$ cat src/hw/rtl/tpcd_pkg.sv
// Shared constants for the touch pad calibrate/debounce block.
package tpcd_pkg;

	// Pad index width on the input stream and in events.
	localparam int PAD_W = 2;
	// Width of the pad count compare (covers NUM_PADS up to 31).
	localparam int CNT_W = 5;
	// Debounce streak counter, saturates at its maximum.
	localparam int STREAK_W = 4;
	localparam logic [STREAK_W-1:0] STREAK_MAX = 4'd15;
	// Threshold scale is unsigned Q2.6.
	localparam int SCALE_W = 8;
	localparam int SCALE_FRAC = 6;
	// Fixed widths of the stream fields.
	localparam int SAMPLE_W = 16;
	localparam int KEY_W = 8;

	// Configuration register indexes.
	localparam logic [1:0] REG_PADS_IN_USE     = 2'd0;
	localparam logic [1:0] REG_KEY_CODES       = 2'd1;
	localparam logic [1:0] REG_DEBOUNCE_LIMIT  = 2'd2;
	localparam logic [1:0] REG_THRESHOLD_SCALE = 2'd3;

	// Register reset values.
	localparam logic [2:0]  PADS_IN_USE_RST     = 3'd4;
	localparam logic [31:0] KEY_CODES_RST       = 32'd134480385;
	localparam logic [3:0]  DEBOUNCE_LIMIT_RST  = 4'd5;
	localparam logic [7:0]  THRESHOLD_SCALE_RST = 8'd112;

endpackage

$ cat src/hw/rtl/tpcd_cal_div.sv
// Divide by a constant through multiplication with a rounded-up reciprocal.
module tpcd_cal_div #(
	parameter int DIVISOR = 10,
	parameter int WIDTH   = 32
) (
	input  logic [WIDTH-1:0] dividend,
	output logic [WIDTH-1:0] quotient
);

	// shift of WIDTH + ceil(log2 DIVISOR) keeps the quotient exact over the full dividend range
	localparam int SHIFT  = WIDTH + $clog2(DIVISOR);
	localparam int RCP_W  = WIDTH + 2;
	localparam int PROD_W = SHIFT + WIDTH;
	localparam longint unsigned RCP_FULL =
		((64'd1 << SHIFT) + 64'(DIVISOR) - 64'd1) / 64'(DIVISOR);
	localparam logic [RCP_W-1:0] RCP = RCP_W'(RCP_FULL);

	logic [PROD_W-1:0] prod;

	assign prod     = PROD_W'(dividend) * PROD_W'(RCP);
	assign quotient = prod[SHIFT +: WIDTH];

endmodule

$ cat src/hw/rtl/touch_pad_calibrate_debounce.sv
// Top level: capacitive touch pad calibration, thresholding and debounce.
//
// One charge-time sample word per pad comes in on the s_ stream, pads in cyclic
// index order; the last pad in use ends a round. The first CAL_ROUNDS rounds
// sum samples per pad; a pad's sample in the final round turns its sum into a
// threshold, floor(floor(sum/CAL_ROUNDS)*threshold_scale/64). After that, a
// sample above the threshold means touched, and a level that differs from the
// pressed state on more than debounce_limit consecutive samples flips the pad
// and sends one event word on the m_ stream. Rate: one sample word per clock;
// samples pass an input register, events an output register. The final-round
// divide by CAL_ROUNDS is a reciprocal multiply in the input stage; the scaled
// threshold is written in the next cycle, so a word for the same pad that
// directly follows its final calibration word waits for that write. Otherwise
// the input only stalls while an event word waits on a stalled m_ stream. The
// config port always accepts; write it only while the block is idle.
module touch_pad_calibrate_debounce #(
	parameter int NUM_PADS    = 4,
	parameter int CAL_ROUNDS  = 10,
	parameter int SAMPLE_BITS = 16
) (
	input  logic        clk,
	input  logic        arst_n,
	// sample stream
	input  logic        s_tvalid,
	output logic        s_tready,
	input  logic [15:0] s_tdata,   // [15:0] sample
	input  logic [1:0]  s_tuser,   // [1:0] pad_index
	// event stream
	output logic        m_tvalid,
	input  logic        m_tready,
	output logic [15:0] m_tdata,   // [7:0] event_key, [15:8] pressed_keys
	output logic [2:0]  m_tuser,   // [1:0] event_pad, [2] now_pressed
	// configuration writes
	input  logic        cfg_valid,
	output logic        cfg_ready,
	input  logic [1:0]  cfg_index,
	input  logic [31:0] cfg_data
);

	localparam int SMP_W  = (SAMPLE_BITS < tpcd_pkg::SAMPLE_W) ? SAMPLE_BITS
	                                                           : tpcd_pkg::SAMPLE_W;
	// accumulator headroom well beyond CAL_ROUNDS samples per pad
	localparam int LVL_W  = SMP_W + 16;
	localparam int PROD_W = LVL_W + tpcd_pkg::SCALE_W;
	localparam int PIDX_W = (NUM_PADS > 1) ? $clog2(NUM_PADS) : 1;
	localparam int RL_W   = $clog2(CAL_ROUNDS + 1);
	localparam int CW     = tpcd_pkg::CNT_W;

	// ---------------- configuration registers ----------------
	logic [2:0]  pads_in_use_q;
	logic [31:0] key_codes_q;
	logic [3:0]  debounce_limit_q;
	logic [7:0]  threshold_scale_q;

	assign cfg_ready = 1'b1;

	always_ff @(posedge clk or negedge arst_n) begin
		if (!arst_n) begin
			pads_in_use_q     <= tpcd_pkg::PADS_IN_USE_RST;
			key_codes_q       <= tpcd_pkg::KEY_CODES_RST;
			debounce_limit_q  <= tpcd_pkg::DEBOUNCE_LIMIT_RST;
			threshold_scale_q <= tpcd_pkg::THRESHOLD_SCALE_RST;
		end else if (cfg_valid && cfg_ready) begin
			case (cfg_index)
				tpcd_pkg::REG_PADS_IN_USE:     pads_in_use_q     <= cfg_data[2:0];
				tpcd_pkg::REG_KEY_CODES:       key_codes_q       <= cfg_data;
				tpcd_pkg::REG_DEBOUNCE_LIMIT:  debounce_limit_q  <= cfg_data[3:0];
				tpcd_pkg::REG_THRESHOLD_SCALE: threshold_scale_q <= cfg_data[7:0];
				default: ;
			endcase
		end
	end

	// ---------------- input register ----------------
	logic                       valid_s1;
	logic [tpcd_pkg::PAD_W-1:0] pad_s1;
	logic [SMP_W-1:0]           smp_s1;
	logic                       s_fire;
	logic                       s1_fire;
	logic                       s1_adv;

	assign s_tready = !valid_s1 || s1_adv;
	assign s_fire   = s_tvalid && s_tready;
	assign s1_fire  = valid_s1 && s1_adv;

	always_ff @(posedge clk or negedge arst_n) begin
		if (!arst_n) begin
			valid_s1 <= 1'b0;
		end else if (s_fire) begin
			valid_s1 <= 1'b1;
		end else if (s1_fire) begin
			valid_s1 <= 1'b0;
		end
	end

	always_ff @(posedge clk) begin
		if (s_fire) begin
			pad_s1 <= s_tuser;
			smp_s1 <= s_tdata[SMP_W-1:0];
		end
	end

	// ---------------- per-pad state ----------------
	logic [LVL_W-1:0]              level_q   [NUM_PADS];
	logic [tpcd_pkg::STREAK_W-1:0] streak_q  [NUM_PADS];
	logic                          pressed_q [NUM_PADS];
	logic [RL_W-1:0]               rounds_left_q;
	logic [tpcd_pkg::KEY_W-1:0]    key_mask_q;

	// ---------------- calibration threshold ----------------
	logic [LVL_W-1:0]           div_quo;
	logic                       cal_load;
	logic                       cal_valid_s2;
	logic [tpcd_pkg::PAD_W-1:0] cal_pad_s2;
	logic [LVL_W-1:0]           cal_quo_s2;
	logic [PROD_W-1:0]          thr_prod;
	logic [LVL_W-1:0]           thr_val;
	logic                       hazard;

	// ---------------- single-pass evaluation ----------------
	logic [CW-1:0]                 eff_cnt;
	logic [CW-1:0]                 pad_ext;
	logic [PIDX_W-1:0]             pad_ix;
	logic                          in_use;
	logic                          last_pad;
	logic                          calib;
	logic                          final_rnd;
	logic [LVL_W-1:0]              lvl_rd;
	logic [LVL_W-1:0]              sum;
	logic                          touched;
	logic                          differs;
	logic [tpcd_pkg::STREAK_W-1:0] streak_inc;
	logic                          flip;
	logic                          emit;
	logic [tpcd_pkg::KEY_W-1:0]    key;
	logic [tpcd_pkg::KEY_W-1:0]    mask_nxt;

	always_comb begin
		// pads_in_use of zero acts as one, above NUM_PADS as NUM_PADS
		if (pads_in_use_q == 3'd0) begin
			eff_cnt = CW'(1);
		end else if (CW'(pads_in_use_q) > CW'(NUM_PADS)) begin
			eff_cnt = CW'(NUM_PADS);
		end else begin
			eff_cnt = CW'(pads_in_use_q);
		end
	end

	assign pad_ext   = CW'(pad_s1);
	assign pad_ix    = PIDX_W'(pad_s1);
	assign in_use    = pad_ext < eff_cnt;
	assign last_pad  = pad_ext == (eff_cnt - CW'(1));
	assign calib     = rounds_left_q != '0;
	assign final_rnd = rounds_left_q == RL_W'(1);

	assign lvl_rd     = level_q[pad_ix];
	assign sum        = lvl_rd + LVL_W'(smp_s1);
	assign touched    = LVL_W'(smp_s1) > lvl_rd;
	assign differs    = pressed_q[pad_ix] != touched;
	assign streak_inc = (streak_q[pad_ix] == tpcd_pkg::STREAK_MAX) ? tpcd_pkg::STREAK_MAX
	                                                               : streak_q[pad_ix] + 4'd1;
	assign flip       = streak_inc > debounce_limit_q;
	assign emit       = valid_s1 && in_use && !calib && differs && flip;
	assign key        = key_codes_q[{pad_s1, 3'b000} +: tpcd_pkg::KEY_W];
	assign mask_nxt   = touched ? (key_mask_q | key) : (key_mask_q & ~key);

	// pad whose threshold is still being written cannot be read this cycle
	assign hazard = cal_valid_s2 && (pad_s1 == cal_pad_s2);

	// hold on a threshold write to this pad, and when an event finds the output full
	assign s1_adv = !hazard && (!emit || !m_tvalid || m_tready);

	assign cal_load = s1_fire && in_use && final_rnd;

	// floor(sum / CAL_ROUNDS) for the final-round sample
	tpcd_cal_div #(
		.DIVISOR (CAL_ROUNDS),
		.WIDTH   (LVL_W)
	) u_div (
		.dividend (sum),
		.quotient (div_quo)
	);

	always_ff @(posedge clk or negedge arst_n) begin
		if (!arst_n) begin
			cal_valid_s2 <= 1'b0;
		end else begin
			cal_valid_s2 <= cal_load;
		end
	end

	always_ff @(posedge clk) begin
		if (cal_load) begin
			cal_pad_s2 <= pad_s1;
			cal_quo_s2 <= div_quo;
		end
	end

	// mean times Q2.6 scale
	assign thr_prod = PROD_W'(cal_quo_s2) * PROD_W'(threshold_scale_q);
	assign thr_val  = thr_prod[LVL_W+tpcd_pkg::SCALE_FRAC-1:tpcd_pkg::SCALE_FRAC];

	always_ff @(posedge clk or negedge arst_n) begin
		if (!arst_n) begin
			for (int i = 0; i < NUM_PADS; i++) begin
				level_q[i]   <= '0;
				streak_q[i]  <= '0;
				pressed_q[i] <= 1'b0;
			end
			rounds_left_q <= RL_W'(CAL_ROUNDS);
			key_mask_q    <= '0;
		end else begin
			if (cal_valid_s2) begin
				level_q[PIDX_W'(cal_pad_s2)] <= thr_val;
			end
			if (s1_fire && in_use) begin
				if (calib) begin
					if (!final_rnd) begin
						level_q[pad_ix] <= sum;
					end
					if (last_pad) begin
						rounds_left_q <= rounds_left_q - RL_W'(1);
					end
				end else if (!differs) begin
					streak_q[pad_ix] <= '0;
				end else if (!flip) begin
					streak_q[pad_ix] <= streak_inc;
				end else begin
					streak_q[pad_ix]  <= '0;
					pressed_q[pad_ix] <= touched;
					key_mask_q        <= mask_nxt;
				end
			end
		end
	end

	// ---------------- output register ----------------
	logic                       out_valid_q;
	logic [tpcd_pkg::PAD_W-1:0] out_pad_q;
	logic [tpcd_pkg::KEY_W-1:0] out_key_q;
	logic                       out_now_q;
	logic [tpcd_pkg::KEY_W-1:0] out_mask_q;

	always_ff @(posedge clk or negedge arst_n) begin
		if (!arst_n) begin
			out_valid_q <= 1'b0;
		end else if (s1_fire && emit) begin
			out_valid_q <= 1'b1;
		end else if (m_tready) begin
			out_valid_q <= 1'b0;
		end
	end

	always_ff @(posedge clk) begin
		if (s1_fire && emit) begin
			out_pad_q  <= pad_s1;
			out_key_q  <= key;
			out_now_q  <= touched;
			out_mask_q <= mask_nxt;
		end
	end

	assign m_tvalid = out_valid_q;
	assign m_tdata  = {out_mask_q, out_key_q};
	assign m_tuser  = {out_now_q, out_pad_q};

	// ---------------- assertions ----------------
	// a pad is never read while its threshold write is pending
	a_no_fire_on_hazard: assert property (@(posedge clk) disable iff (!arst_n)
		hazard |-> !s1_fire)
		else $error("sample processed while its pad threshold is being written");

	// events only after calibration
	a_no_event_in_cal: assert property (@(posedge clk) disable iff (!arst_n)
		emit |-> (rounds_left_q == '0))
		else $error("event raised during calibration");

	// a press event carries a mask that contains its own key
	a_press_mask: assert property (@(posedge clk) disable iff (!arst_n)
		(m_tvalid && out_now_q) |-> ((out_mask_q & out_key_q) == out_key_q))
		else $error("press event mask misses its key");

endmodule

$ cat config.mk
export PLATFORM = sky130hd
export DESIGN_NAME = touch_pad_calibrate_debounce
export DESIGN_NICKNAME = d
export VERILOG_FILES = /design/src/hw/rtl/tpcd_pkg.sv /design/src/hw/rtl/tpcd_cal_div.sv /design/src/hw/rtl/touch_pad_calibrate_debounce.sv
export SDC_FILE = /design/constraint.sdc
export NUM_CORES = 2
export LEC_CHECK = 0
export BUFFER_PORTS_ARGS = -buffer_cell sky130_fd_sc_hd__clkbuf_2
export CORE_AREA = 4 4 254 256
export CTS_BUF_LIST = sky130_fd_sc_hd__clkbuf_4
export CTS_CLUSTER_DIAMETER = 100
export CTS_CLUSTER_SIZE = 40
export DETAILED_ROUTE_END_ITERATION = 16
export DIE_AREA = 0 0 258 260
export PLACE_DENSITY = 0.79
export SYNTH_ARGS = -nofsm -noshare
export SYNTH_HDL_FRONTEND = slang
export SYNTH_SLANG_ARGS = --single-unit
$ cat constraint.sdc
create_clock -name clk -period 13.11 [get_ports clk]
set_input_delay 1.311 -clock clk [delete_from_list [all_inputs] [get_ports clk]]
set_output_delay 1.311 -clock clk [all_outputs]
set_load 0.02 [all_outputs]
## After elaboration in Yosys (flattened, before gate mapping)

Cells that the tools add are included.

- Output and inout bits: 22
- Memories kept: 0
- Logic and storage cells: 128
- Bits in read-only memories: 0
- Bits in latches: 0
- Memory bits (writable): 0
- Bits in registers: 278
- Input bits: 57

- Magnitude comparators: 8
- Shift operators: 1
- Multipliers: 2
- Bitwise gates (word level): 8
- Eq/ne operators: 8
- Mux-type cells: 35
- Add/subtract/negate cells: 4
- Divide/modulo/power cells: 0
- Reductions and logical operators: 33

Operator list:

| operator | number |
|---|---|
| 128-bit 2-to-1 mux | 4 |
| 128-bit bitwise mux | 2 |
| 32-bit demux with 2-bit select | 2 |
| 32-bit 2-to-1 mux | 4 |
| 32-bit binary-select mux with 2-bit select | 1 |
| 32-bit by 32-bit multiplier with 64-bit output (second input constant) | 1 |
| 29-bit by 8-bit multiplier with 37-bit output | 1 |
| 32-bit by 16-bit adder with 32-bit output | 1 |
| 16-bit by 32-bit > comparator with 1-bit output | 1 |
| 16-bit 2-to-1 mux | 2 |
| 32-bit by 6-bit indexed part select with 8-bit output | 1 |
| 16-bit AND | 1 |
| 16-bit bitwise mux | 1 |
| 4-bit 2-to-1 mux | 4 |
| 16-bit NOT | 1 |
| 1-bit logical AND | 13 |
| 2-bit AND reduction | 5 |
| 8-bit AND | 1 |
| 4-bit binary-select mux with 2-bit select | 1 |
| 4-bit demux with 2-bit select | 1 |
| 8-bit 2-to-1 mux | 1 |
| 8-bit NOT | 1 |
| 8-bit OR | 1 |
| 1-bit 2-to-1 mux | 7 |
| other kinds (29) | 41 |

## Logic depth before layout (Yosys ltp)

- Word-level depth: 15
- Depth in mapped cells: 43
- Depth with buffers taken out: 38

## By module

Synthesis repeated with hierarchy kept, for this count alone.

- Cells, all modules: 3882
- Area total of the unflattened synthesis: 38949.9 um2

Modules (own cells, without submodules):

| module | sequential area each (um2) | area each (um2) | cells an instance | times used |
|---|---|---|---|---|
| touch_pad_calibrate_debounce | 7402.1 | 22120.0 | 2176 | 1 |
| tpcd_cal_div | 0.0 | 16829.9 | 1706 | 1 |

## Worst setup path after synthesis

Ideal clock, no wire load.

- Path type: register -> register
- Start: register pad_s1 (netlist bit pad_ix[0])
- End: register cal_quo_s2[24] (data pin)
- Clock period less this slack: 11515 ps
- Setup slack: 1595 ps
- Buffers on the path: 5
- Arrival time: 11230 ps
- Setup time: 284 ps
- Stages on the path, launching flop included: 43
- Required time: 12826 ps
- Path through: edfxtp_1 buf_6 buf_4 buf_2 clkbuf_1 buf_1 mux4_2 ha_1 inv_1 fa_1 o21ba_2 o21ai_0 a21oi_1 nor4b_1 o21ai_0 o21ai_0 nand3_1 xnor2_1 [7 not listed] fa_1 inv_1 fa_1 fa_1 inv_1 fa_1 inv_1 ha_1 a21oi_1 o21ai_0 nor3_1 o21bai_1 a41oi_1 a21oi_1 nor3_1 o211ai_1 a2111oi_0 a311oi_1

- Cells in the longest elaborated chain, start to end: 6

Ends and longest elaborated chain:

| what | line | text |
|---|---|---|
| start: declaration | touch_pad_calibrate_debounce.sv:76 | `logic [tpcd_pkg::PAD_W-1:0] pad_s1;` |
| start signal: assignment | touch_pad_calibrate_debounce.sv:98 | `pad_s1 <= s_tuser;` |
| 2-bit NOT with 3-bit output (not written as such) | touch_pad_calibrate_debounce.sv:156 | `assign lvl_rd = level_q[pad_ix];` |
| 32-bit binary-select mux with 2-bit select | touch_pad_calibrate_debounce.sv:156 |  |
| 32-bit 2-to-1 mux (not written as such) (2 in a row) | touch_pad_calibrate_debounce.sv:156 |  |
| 32-bit by 16-bit adder with 32-bit output | touch_pad_calibrate_debounce.sv:157 | `assign sum = lvl_rd + LVL_W'(smp_s1);` |
| 32-bit by 32-bit multiplier with 64-bit output | tpcd_cal_div.sv:20 | `assign prod = PROD_W'(dividend) * PROD_W'(RCP);` |
| net div_quo[24] | touch_pad_calibrate_debounce.sv:111 | `logic [LVL_W-1:0] div_quo;` |
| end signal: assignment | touch_pad_calibrate_debounce.sv:195 | `cal_quo_s2 <= div_quo;` |
| end: declaration | touch_pad_calibrate_debounce.sv:115 | `logic [LVL_W-1:0] cal_quo_s2;` |

The timed path passes the listed nets, and every way through them passes these cells. The select of a mux whose other input is x is not followed.
A chain may end at the register's enable or synchronous reset.

## Worst setup path in the final report

Ends and elaborated chain as after synthesis.

==> results.md <==
* Post_cts resized at 0
* Top cells by area, synth: fa_1 (31%), ha_1 (15%), dfrtp_1 (13%), inv_1 (8.2%), edfxtp_1 (5.5%)
* Initial antenna violation count at 3
* Root Buffer: clkbuf_4
* Synth Flop Type: dfrtp_1
* EDFF count, synth at 68
* Most common cell after layout, fill and taps aside: inv_1
* Fraction of layout cells with a size suffix above 1 at 7.96%
* Largest net degree at the start of global routing at 78
* Final Setup Violations at 0
* Fin Hold WS at 420 ps
* Core area at 62500 um^2
* First-pass GRT wire length at 152 mm
* Via count of the first global-routing pass at 28000
* Final count of hold timing violations at 0
* Setup crit end kind: register
* Post-Synth Adder-Cell Area at 45.7%
* Synth Area in XOR/XNOR at 2.48%
* Fill cell count at 5022
* Seq/Total Area, Yosys at 19.8%
* Critical Path AT at 12600 ps
* Multiplexer share of the synthesized area at 5.15%
* Period Utilization, post-route at 92.1%
* CTS Sinks at 278
* Setup TNS at 0 ps
* Critical path's slowest cell: xnor2_1
* Multi-input combinational cell area at 26200 um^2
* Initial core utilization at 59.1%
* HPWL after DPL at 77.7 mm
* Synthesized-area fraction occupied by and/or/nand/nor cells at 9.02%
* Worst-Skew Late Latency at 840 ps
* DRC viols at 0
* Largest area contributor in the netlist: fa_1
* Final instance area at 38600 um^2
* Critical Path RT at 13640 ps
* Tot GR Track Use at 28.9%
* Critical Path Fanout Max at 18
* Cells after DPL at 4482
* Register area at 7310 um^2
* Critical path's largest stage delay at 840 ps
* Vias/cell at 5.86
* Min-Delay Path Class: primary input to asynchronous set/reset pin
* Clk slew on worst S/H paths at 390 ps
* Final net count at 4713
* Fin. max-slew vios at 0
* Grt ovf at 0
* R2R Path Start: pad_ix[0]
* DR iter-0 viols at 2318
* Synth Net Count at 4688
* RSZ-0062 raised after global routing: no
* Synth async-reset ratio at 75.5%
* Std cell rows at 92
* Area Growth Syn to Fin at 4.31%
* Synth Cell Area at 37000 um^2
* Routed length per instance at 21.1 um
* DIE AREA at 67100 um^2
* Synth warn at 0
* Antenna Violating Nets Remaining at 0
* Commonest cells after routing, fill and taps aside: inv_1 (805), fa_1 (574), ha_1 (431), nand2_1 (274), a21oi_1 (200)
* Compound-Gate Fraction of Synth Area at 8.57%
* Max Cap Violations at 0
* Dpl cell area at 38300 um^2
* Die width at 258 um
* Largest family of logic cells by synthesized area: adder cells
* Max-Slew Margin vs Limit at 22.5%
* Tmin final at 12070 ps
* Via count at 26400
* Final setup skew at 158 ps
* Port buffer count at 77
* Startpoint types: register
* Post-Route WL at 94.8 mm
* Outcome: finished, final reports clean
* Flops & latches, synth at 278
* Top-area cell type share of the netlist area at 31.1%
* R2R depth at 34
* CTS tree: yes
* I/O pin cnt at 79
* Post-Syn Area per Cell at 10.2 um^2
* Worst R2R End: cal_quo_s2[24]
* Cts hold-fix bufs at 0
* Post-CTS Setup Bufs at 0
* Netlist cell types at 75
* Reg2Reg Setup Slack at 1040 ps
* 1st-pass router iterations at 6
* Non-filler cells, final at 4505
* Worst slew pin tran at 1160 ps
* Longest Clk Path Bufs at 3
* CTS Buf Count at 13
* Die H at 260 um
* Setup CP Type: register to register
* H-Tree Depth at 1
* Placer Congestion at 1.00
* Cells after Synth at 3626
* Fmax at 82.8 MHz
-- worst max path at each step --
| stage | slack [ps] | startpoint | to | cells after the start |
|---|---|---|---|---|
| after global routing | 390 | pad_ix[0] | cal_quo_s2[24] | 35 |
| after detailed placement | 1310 | pad_ix[0] | cal_quo_s2[24] | 34 |
| after CTS | 1190 | pad_ix[0] | cal_quo_s2[24] | 36 |
| after global placement | 1380 | pad_ix[0] | cal_quo_s2[24] | 35 |
| after floorplan | 1600 | pad_ix[0] | cal_quo_s2[24] | 42 |
| final | 1040 | pad_ix[0] | cal_quo_s2[24] | 34 |
-- layer usage --
layer	part of all wire [%]	global-route usage, %	vias up
met5	0.014	0	-
met4	4.9	11.8	2
met3	8.8	5.58	232
met2	48	47.7	1164
met1	39	38.0	13300
li1	-	-	11700
-- area by class of cell --
cell class | count | share of cell area, %
Multi-Input combinational cell | 2440 | 68.0
Sequential cell | 278 | 19.0
Inverter | 805 | 7.84
Tap cell | 846 | 2.75
Timing Repair Buffer | 113 | 1.72
Clock inverter | 6 | 0.396
Clock buffer | 15 | 0.292
Antenna cell | 2 | 0.0130
-- sequential cells by signal, summed over array words and instances, names as in the netlist, 2 cells and up --
signal	count
pads_in_use_q	3
pad_ix	2
cal_pad_s2	2
key_codes_q	32
streak_q	16
out_mask_q	8
level_q	128
cal_quo_s2	29
key_mask_q	8
threshold_scale_q	8
debounce_limit_q	4
smp_s1	16
pressed_q	4
out_key_q	8
out_pad_q	2
rounds_left_q	4
-- critical path, delay by kind of cell (launching register included) --
kind                       cells  cell delay (ps)
adders and majority gates     10             4370
AOI/OAI and AO/OA             14             3300
buffers and inverters          4             1050
and+or+nand+nor                4             1000
xor gates and xnor gates       1              840
DFF                            1              650
muxes                          1              580
-- logic make-up (layout without fill, tap and decap cells) --
| logic type | Yosys count | in the layout |
|---|---|---|
| flip-flops | 278 | 278 |
| other | 1 | 3 |
| AO/OA/AOI/OAI | 504 | 504 |
| XOR/XNOR | 102 | 102 |
| buffers and inverters | 908 | 939 |
| AND/OR/NAND/NOR | 704 | 704 |
| multiplexers | 124 | 124 |
| adder cells (fa/ha/maj) | 1005 | 1005 |
-- through the flow --
stage                     setup slack [ps]  util, %
after detailed placement              1310     61.2
after global placement                1380     61.2
final                                 1040     61.7
after CTS                             1190     61.7
after global routing                   391     61.7
after floorplan                       1600        -
-- cell usage after synthesis (all sizes together), types with 25 or more instances --
master and number:
inv 805, fa 574, ha 431, nand2 274
a21oi 200, dfrtp 198, nor2 147, and2 109
clkbuf 91, o21ai 85, mux2 78, xnor2 77
edfxtp 68, a211oi 61, mux4 45, nand3 43
a21o 37, and3 28, xor2 25
Power is left out: the tool's default activity adds up to more than one toggle a clock period on the data nets, which glitch-free logic cannot reach.
